--- src/sv/tkts_pkg.sv ---
`timescale 1ns / 1ps

package tkts_pkg;

	localparam int DATA_W       = 16;
	localparam int KEEP_W       = 7;
	localparam int MAX_KEEP_DEF = 64;

	localparam logic [KEEP_W-1:0] KEEP_RESET = KEEP_W'(1);

	// controller -> datapath
	typedef struct packed {
		logic capture;    // latch the accepted sample
		logic decide;     // pick insert / replace / nothing, set up first reads
		logic up_step;    // one sift-up level
		logic down_step;  // one sift-down level
		logic load_out;   // load threshold register, clear the heap
	} tkts_cmd_t;

	// datapath -> controller
	typedef struct packed {
		logic do_insert;
		logic do_replace;
		logic up_done;
		logic down_done;
		logic last;
	} tkts_status_t;

endpackage

--- src/sv/tkts_sample_if.sv ---
`timescale 1ns / 1ps

interface tkts_sample_if;
	logic                              valid;
	logic                              ready;
	logic signed [tkts_pkg::DATA_W-1:0] sample_value;
	logic                              last_in_run;

	modport source(output valid, output sample_value, output last_in_run, input ready);
	modport sink(input valid, input sample_value, input last_in_run, output ready);
endinterface

--- src/sv/tkts_threshold_if.sv ---
`timescale 1ns / 1ps

interface tkts_threshold_if;
	logic                              valid;
	logic                              ready;
	logic signed [tkts_pkg::DATA_W-1:0] threshold_value;

	modport source(output valid, output threshold_value, input ready);
	modport sink(input valid, input threshold_value, output ready);
endinterface

--- src/sv/tkts_ctrl.sv ---
`timescale 1ns / 1ps

module tkts_ctrl (
	input  logic                 clk,
	input  logic                 arst_n,
	input  logic                 in_valid,
	output logic                 in_ready,
	output logic                 out_valid,
	input  logic                 out_ready,
	input  tkts_pkg::tkts_status_t st,
	output tkts_pkg::tkts_cmd_t    cmd
);

	localparam logic [2:0] S_IDLE   = 3'd0;
	localparam logic [2:0] S_DECIDE = 3'd1;
	localparam logic [2:0] S_UP     = 3'd2;
	localparam logic [2:0] S_DOWN   = 3'd3;
	localparam logic [2:0] S_FIN    = 3'd4;

	logic [2:0] state_q, state_d;
	logic       out_valid_q;
	logic       out_free;

	assign in_ready  = (state_q == S_IDLE);
	assign out_valid = out_valid_q;
	assign out_free  = !out_valid_q || out_ready;

	always_comb begin
		state_d       = state_q;
		cmd           = '0;
		cmd.capture   = (state_q == S_IDLE) && in_valid;
		unique case (state_q)
			S_IDLE: begin
				if (in_valid) state_d = S_DECIDE;
			end
			S_DECIDE: begin
				cmd.decide = 1'b1;
				priority if (st.do_insert) state_d = S_UP;
				else if (st.do_replace)    state_d = S_DOWN;
				else                       state_d = S_FIN;
			end
			S_UP: begin
				cmd.up_step = 1'b1;
				if (st.up_done) state_d = S_FIN;
			end
			S_DOWN: begin
				cmd.down_step = 1'b1;
				if (st.down_done) state_d = S_FIN;
			end
			S_FIN: begin
				if (!st.last) begin
					state_d = S_IDLE;
				end else if (out_free) begin
					cmd.load_out = 1'b1;
					state_d      = S_IDLE;
				end
			end
			default: state_d = S_IDLE;
		endcase
	end

	always_ff @(posedge clk or negedge arst_n) begin
		if (!arst_n) begin
			state_q     <= S_IDLE;
			out_valid_q <= 1'b0;
		end else begin
			state_q <= state_d;
			if (cmd.load_out)   out_valid_q <= 1'b1;
			else if (out_ready) out_valid_q <= 1'b0;
		end
	end

endmodule

--- src/sv/tkts_datapath.sv ---
`timescale 1ns / 1ps

module tkts_datapath #(
	parameter int MAX_KEEP = tkts_pkg::MAX_KEEP_DEF
) (
	input  logic                              clk,
	input  logic                              arst_n,
	input  logic                              keep_count_we,
	input  logic [tkts_pkg::KEEP_W-1:0]       keep_count_wdata,
	input  logic signed [tkts_pkg::DATA_W-1:0] in_value,
	input  logic                              in_last,
	output logic signed [tkts_pkg::DATA_W-1:0] out_value,
	input  tkts_pkg::tkts_cmd_t               cmd,
	output tkts_pkg::tkts_status_t            st
);

	localparam int DW   = tkts_pkg::DATA_W;
	localparam int AW   = (MAX_KEEP > 1) ? $clog2(MAX_KEEP) : 1;
	localparam int CW   = $clog2(MAX_KEEP + 1);
	localparam int LW   = AW + 2;
	localparam int CMPW = (CW > tkts_pkg::KEEP_W) ? CW : tkts_pkg::KEEP_W;

	// heap storage, min at index 0
	logic signed [DW-1:0] mem [MAX_KEEP];

	logic [tkts_pkg::KEEP_W-1:0] keep_q;
	logic [CW-1:0]               count_q;
	logic [AW-1:0]               idx_q;
	logic signed [DW-1:0]        x_q;
	logic                        last_q;
	logic signed [DW-1:0]        min_q;
	logic signed [DW-1:0]        out_q;
	logic signed [DW-1:0]        rd_a_q, rd_b_q;

	logic [AW-1:0]        raddr_a, raddr_b;
	logic                 we;
	logic [AW-1:0]        waddr;
	logic signed [DW-1:0] wdata;

	// sift-up terms
	logic [AW-1:0] parent;
	logic [AW-1:0] gparent;
	logic          up_move;
	logic [AW-1:0] ins_parent;

	// sift-down terms
	logic [LW-1:0] n_ext;
	logic [LW-1:0] lch, rch;
	logic          l_in, r_in, pick_r;
	logic signed [DW-1:0] cval;
	logic [AW-1:0] cidx;
	logic          down_move;
	logic [AW-1:0] base;
	logic [LW-1:0] nl, nr;

	logic do_insert, do_replace;

	assign n_ext = LW'(count_q);

	assign do_insert = (count_q < CW'(MAX_KEEP)) &&
		((CMPW'(count_q) < CMPW'(keep_q)) || (count_q == '0));
	assign do_replace = (count_q != '0) && (min_q < x_q);

	assign ins_parent = (count_q == '0) ? '0 : AW'((count_q - CW'(1)) >> 1);

	assign parent  = (idx_q == '0) ? '0 : AW'((idx_q - AW'(1)) >> 1);
	assign gparent = (parent == '0) ? '0 : AW'((parent - AW'(1)) >> 1);
	assign up_move = (idx_q != '0) && (x_q < rd_a_q);

	assign lch    = {1'b0, idx_q, 1'b1};
	assign rch    = lch + LW'(1);
	assign l_in   = lch < n_ext;
	assign r_in   = rch < n_ext;
	assign pick_r = r_in && (rd_b_q < rd_a_q);
	assign cval   = pick_r ? rd_b_q : rd_a_q;
	assign cidx   = pick_r ? rch[AW-1:0] : lch[AW-1:0];
	assign down_move = l_in && (cval < x_q);

	// children of the node that becomes current next cycle
	assign base = cmd.decide ? '0 : cidx;
	assign nl   = {1'b0, base, 1'b1};
	assign nr   = nl + LW'(1);

	always_comb begin
		raddr_a = '0;
		raddr_b = '0;
		if (cmd.decide && do_insert) begin
			raddr_a = ins_parent;
		end else if (cmd.up_step) begin
			raddr_a = gparent;
		end else begin
			raddr_a = (nl < n_ext) ? nl[AW-1:0] : '0;
			raddr_b = (nr < n_ext) ? nr[AW-1:0] : '0;
		end
	end

	always_comb begin
		we    = cmd.up_step || cmd.down_step;
		waddr = idx_q;
		wdata = x_q;
		if (cmd.up_step && up_move)     wdata = rd_a_q;
		if (cmd.down_step && down_move) wdata = cval;
	end

	always_ff @(posedge clk) begin
		if (we) mem[waddr] <= wdata;
		rd_a_q <= mem[raddr_a];
		rd_b_q <= mem[raddr_b];
	end

	always_ff @(posedge clk) begin
		if (cmd.capture) begin
			x_q    <= in_value;
			last_q <= in_last;
		end
		if (we && (waddr == '0)) min_q <= wdata;
		if (cmd.load_out) out_q <= min_q;
		priority if (cmd.decide && do_insert)   idx_q <= AW'(count_q);
		else if (cmd.decide)                    idx_q <= '0;
		else if (cmd.up_step && up_move)        idx_q <= parent;
		else if (cmd.down_step && down_move)    idx_q <= cidx;
		else                                    idx_q <= idx_q;
	end

	always_ff @(posedge clk or negedge arst_n) begin
		if (!arst_n) begin
			keep_q  <= tkts_pkg::KEEP_RESET;
			count_q <= '0;
		end else begin
			if (keep_count_we) keep_q <= keep_count_wdata;
			if (cmd.load_out)
				count_q <= '0;
			else if (cmd.decide && do_insert)
				count_q <= count_q + CW'(1);
		end
	end

	assign out_value     = out_q;
	assign st.do_insert  = do_insert;
	assign st.do_replace = do_replace;
	assign st.up_done    = !up_move;
	assign st.down_done  = !down_move;
	assign st.last       = last_q;

endmodule

--- src/sv/top_k_threshold_select_unit.sv ---
`timescale 1ns / 1ps
// Channel    Dir  Payload                        Transfer
// sample     in   sample_value, last_in_run      valid & ready
// threshold  out  threshold_value                valid & ready
// keep_count in   keep_count_wdata (7 bits)      keep_count_we
//
// One sample at a time: accept, decide, then one heap level per step
// (sift-up on insert, sift-down on replace-minimum), then finish.
// The heap walk runs over the single storage array (one write, two registered
// reads per cycle).
// arst_n clears control and keep_count (to 1); heap contents need no clear.
// A stalled threshold register only holds the block when the next run ends.

module top_k_threshold_select_unit #(
	parameter int MAX_KEEP = tkts_pkg::MAX_KEEP_DEF
) (
	input  logic                        clk,
	input  logic                        arst_n,
	tkts_sample_if.sink                 sample,
	tkts_threshold_if.source            threshold,
	input  logic                        keep_count_we,
	input  logic [tkts_pkg::KEEP_W-1:0] keep_count_wdata
);

	tkts_pkg::tkts_cmd_t    cmd;
	tkts_pkg::tkts_status_t st;

	// Controller: sequences decide / sift / finish and owns the output valid.
	tkts_ctrl u_ctrl (
		.clk       (clk),
		.arst_n    (arst_n),
		.in_valid  (sample.valid),
		.in_ready  (sample.ready),
		.out_valid (threshold.valid),
		.out_ready (threshold.ready),
		.st        (st),
		.cmd       (cmd)
	);

	// Datapath: min-heap in a local array; the root is mirrored in a register
	// so the replace test and the threshold need no memory read.
	tkts_datapath #(
		.MAX_KEEP (MAX_KEEP)
	) u_dp (
		.clk              (clk),
		.arst_n           (arst_n),
		.keep_count_we    (keep_count_we),
		.keep_count_wdata (keep_count_wdata),
		.in_value         (sample.sample_value),
		.in_last          (sample.last_in_run),
		.out_value        (threshold.threshold_value),
		.cmd              (cmd),
		.st               (st)
	);

endmodule

--- src/flat_wrapper.sv ---
// flat-port wrapper written by rule: the top's interface ports become plain ports
module top_k_threshold_select_unit_flat 
#(
	parameter int MAX_KEEP = tkts_pkg::MAX_KEEP_DEF
)
  (clk, arst_n, keep_count_we, keep_count_wdata, sample_valid, sample_sample_value, sample_last_in_run, sample_ready, threshold_valid, threshold_threshold_value, threshold_ready);
  tkts_sample_if sample_i ();
  tkts_threshold_if threshold_i ();
  input  logic clk;
  input  logic arst_n;
  input  logic keep_count_we;
  input  logic [tkts_pkg::KEEP_W-1:0] keep_count_wdata;
  input wire logic [$bits(sample_i.valid)-1:0] sample_valid;
  input wire logic [$bits(sample_i.sample_value)-1:0] sample_sample_value;
  input wire logic [$bits(sample_i.last_in_run)-1:0] sample_last_in_run;
  output wire logic [$bits(sample_i.ready)-1:0] sample_ready;
  output wire logic [$bits(threshold_i.valid)-1:0] threshold_valid;
  output wire logic [$bits(threshold_i.threshold_value)-1:0] threshold_threshold_value;
  input wire logic [$bits(threshold_i.ready)-1:0] threshold_ready;
  assign sample_i.valid = sample_valid;
  assign sample_i.sample_value = sample_sample_value;
  assign sample_i.last_in_run = sample_last_in_run;
  assign sample_ready = sample_i.ready;
  assign threshold_valid = threshold_i.valid;
  assign threshold_threshold_value = threshold_i.threshold_value;
  assign threshold_i.ready = threshold_ready;
  top_k_threshold_select_unit #(.MAX_KEEP(MAX_KEEP)) u_core (.clk(clk), .arst_n(arst_n), .sample(sample_i), .threshold(threshold_i), .keep_count_we(keep_count_we), .keep_count_wdata(keep_count_wdata));
endmodule
--- config.mk ---
export PLATFORM = sky130hd
export DESIGN_NAME = top_k_threshold_select_unit_flat
export DESIGN_NICKNAME = d
export VERILOG_FILES = /design/src/sv/tkts_pkg.sv /design/src/sv/tkts_sample_if.sv /design/src/sv/tkts_threshold_if.sv /design/src/sv/tkts_ctrl.sv /design/src/sv/tkts_datapath.sv /design/src/sv/top_k_threshold_select_unit.sv /design/src/flat_wrapper.sv
export SDC_FILE = /design/constraint.sdc
export NUM_CORES = 2
export LEC_CHECK = 0
export BUFFER_PORTS_ARGS = -buffer_cell sky130_fd_sc_hd__buf_2
export CORE_MARGIN = 2
export CORE_UTILIZATION = 45
export CTS_CLUSTER_SIZE = 12
export DETAILED_ROUTE_END_ITERATION = 12
export GPL_ROUTABILITY_DRIVEN = 0
export PLACE_DENSITY_LB_ADDON = 0.25
export RECOVER_POWER = 25
export SKIP_LAST_GASP = 1
export SYNTH_ARGS = -nofsm -noshare
export SYNTH_HDL_FRONTEND = slang
export SYNTH_SLANG_ARGS = --single-unit
export TNS_END_PERCENT = 100
--- constraint.sdc ---
create_clock -name clk -period 18 [get_ports clk]
set_input_delay 0.9 -clock clk [delete_from_list [all_inputs] [get_ports clk]]
set_output_delay 0.9 -clock clk [all_outputs]
set_load 0.02 [all_outputs]
==> out/summary.txt <==
H-tree levels - 3
post-CTS sizing - 0
first drt pass iteration count - 6
clk sinks - 1129
Seq/Total Area, Yosys - 0.647
I/O pins - 47
minimum clock period - 8.97 ns
crit path DAT - 9.43 ns
largest net degree at the start of global routing - 180
drt wl/cell - 29.3 µm
vias per cell - 6.29
Worst Slack Setup Final - 9.03 ns
Setup crit start kind - flop
Initial DRC Count - 6059
number of setup buffers added after CTS - 0
IO buf count - 46
die width - 343 µm
Worst Hold Class - input port to async pin
#FFs+latches synth - 1129
Setup CP Type - flop to flop
Worst EP required - 18.46 ns
syn nets - 4625
via count - 38.5k
Synth area leaders - edfxtp_1 63%, nand2_1 9.9%, nand3_1 4.2%, ha_1 2.3%, a31oi_1 1.4%
Yosys Warn Count - 0
first-pass GRT wire length - 256000 µm
DP Worst Slack - 9.37 ns
MaxCap Viol Count - 4
register-to-register setup slack - 9.03 ns
DRC Markers - 0
DIE HEIGHT - 343 µm
register area - 33500 µm²
area leader, netlist - edfxtp_1
most frequent cells after synthesis - 1361 x nand2_1, 1079 x edfxtp_1, 438 x nand3_1, 147 x nor2_1, 143 x clkbuf_1
hold_buf cts - 0
Final Setup Violations - 0
Post-Synthesis Cells - 4501
grt ovf - 0
Async S/R FF share, synth - 0.0159
violated checks - capacitance limit, slew limit
dominant synthesized flop cell - edfxtp_1
R2R cell count - 22
Multi-input gate area - 17200 µm²
TNS Setup - 0 ns
Core Region - 114000 µm²
post-synthesis cell type count - 91
unrepaired setup endpoints after global routing - false
worst slew pin tran - 1.98 ns
number of CTS-inserted buffers - 117
CTS tree - done
clk_skew - 0.0238 ns
gr usage total - 0.300
top-count cell post-synth - nand2_1
top achievable clock speed - 112 MHz
Critical Path Fanout Max - 152
Clock Pin Slew Worst Setup and Hold Paths - 0.06 ns
syn_area_per_cell - 11.5 µm²
max-slew violations - 75
share of the synthesized area in the top cell type - 0.625
initial antenna violation count - 11
worst-skew pair later-pin latency - 0.72 ns
Slew HR - -0.325
Critical Path End Type - flop
fin crit share - 0.498
fillers - 10.1k
Site Rows - 124
share of layout cells above drive strength 1 - 0.0993
die area - 118000 µm²
Final Hold Viols - 0
dpl hpwl - 111000 µm
Post-synth EDFFs - 1079
status - finished, violations left
total wire length - 180000 µm
post-route ant nets - 0
vias in the first global route - 35.5k
Initial Util - 0.454
Synth-to-Final Area Change - 11.0%
CTS max path bufs - 3
# nets final - 4636
clock root buffer - clkbuf_16
Post-Syn Area - 51800 µm²
[path summary, 6_finish.rpt]
check / end / startpoint
setup / recovery: u_core.u_dp.rd_a_q[15]$_DFF_P_ / u_core.u_dp.idx_q[2]$_DFFE_PP_
hold / removal: u_core.u_dp.count_q[6]$_DFFE_PN0P_ / arst_n
min in group clk: u_core.u_dp.x_q[0]$_DFFE_PP_ / sample_sample_value[0]
hold reg to reg: u_core.u_dp.out_value[7]$_DFFE_PP_ / u_core.u_dp.min_q[7]$_DFFE_PP_
max in group asynchronous: u_core.u_dp.count_q[5]$_DFFE_PN0P_ / arst_n
setup reg to reg: u_core.u_dp.rd_a_q[15]$_DFF_P_ / u_core.u_dp.idx_q[2]$_DFFE_PP_
[through the flow]
step	hold slack (ns)	std cells	util	area [µm²]
3_3_place_gp	0.443	5893	0.473	54000
5_1_grt	0.338	6114	0.503	57500
4_1_cts	0.109	6114	0.505	57600
2_1_floorplan	0.417	4501	-	51800
6_report	0.334	6118	0.504	57500
3_5_place_dp	0.442	5905	0.474	54100
[flip-flops by register name, indices dropped and copies added (netlist names), 3 cells and up]
signal and count:
u_core.u_ctrl.state_q 3, u_core.u_dp.count_q 7, u_core.u_dp.idx_q 6, u_core.u_dp.keep_q 7
u_core.u_dp.mem 1024, u_core.u_dp.min_q 16, u_core.u_dp.out_value 16, u_core.u_dp.rd_a_q 16
u_core.u_dp.rd_b_q 16, u_core.u_dp.x_q 16
[cells by family (layout without fill, tap and decap cells)]
group | count (synthesis) | after routing | share of synthesized area
other | 0 | 4 | 0
adder cells (fa/ha/maj) | 96 | 96 | 0.0231
flip-flops | 1129 | 1129 | 0.647
multiplexers | 112 | 112 | 0.0316
buffers and inverters | 353 | 454 | 0.0319
AO/OA/AOI/OAI | 550 | 550 | 0.0738
AND/OR/NAND/NOR | 2239 | 2239 | 0.189
XOR/XNOR | 22 | 22 | 0.00372
[layer usage]
| metal | vias to the layer above | global-route usage | share of wire |
|---|---|---|---|
| li1 | 16500 | - | - |
| met1 | 19000 | 0.407 | 0.38 |
| met2 | 2529 | 0.449 | 0.44 |
| met3 | 432 | 0.0764 | 0.12 |
| met4 | 10 | 0.151 | 0.059 |
| met5 | - | 0 | 0.00037 |
[area by class of cell]
cell class	instances	share of cell area
clock buffers	156	0.0551
flip-flops and latches	1129	0.582
multi-input cells	3019	0.298
repair buffers	187	0.0212
inverters	58	0.00379
clock inverters	53	0.00601
well taps	1512	0.0329
diodes	4	0.000174
[worst max-delay path: stages (launching register included)]
cell,delay [ns]
edfxtp_1,0.93
nand3_1,0.35
xnor2_1,0.41
ha_1,0.31
o21a_1,0.18
o221ai_1,0.20
and2_1,0.28
o21a_4,0.45
nand2_1,0.18
xor2_1,0.19
nor2_1,0.18
ha_1,0.27
a211oi_1,0.26
nor2_1,0.12
or3_1,0.37
a31oi_1,0.41
and2_4,0.72
buf_12,0.56
buf_4,0.83
nand3_1,0.15
and3_1,0.22
a2111oi_0,0.54
nand4_1,0.35
[cells in the final DEF (no fill, tap or decap), drive strengths merged, types with 96 or more instances in the layout]
cell    instances
nand2        1363
edfxtp       1079
nand3         438
clkbuf        207
nor2          149
buf           136
a31oi         115
a21oi         110
and3          106
o21ai          96
Power is left out: the tool's default activity adds up to more than one toggle a clock period on the data nets, which glitch-free logic cannot reach.
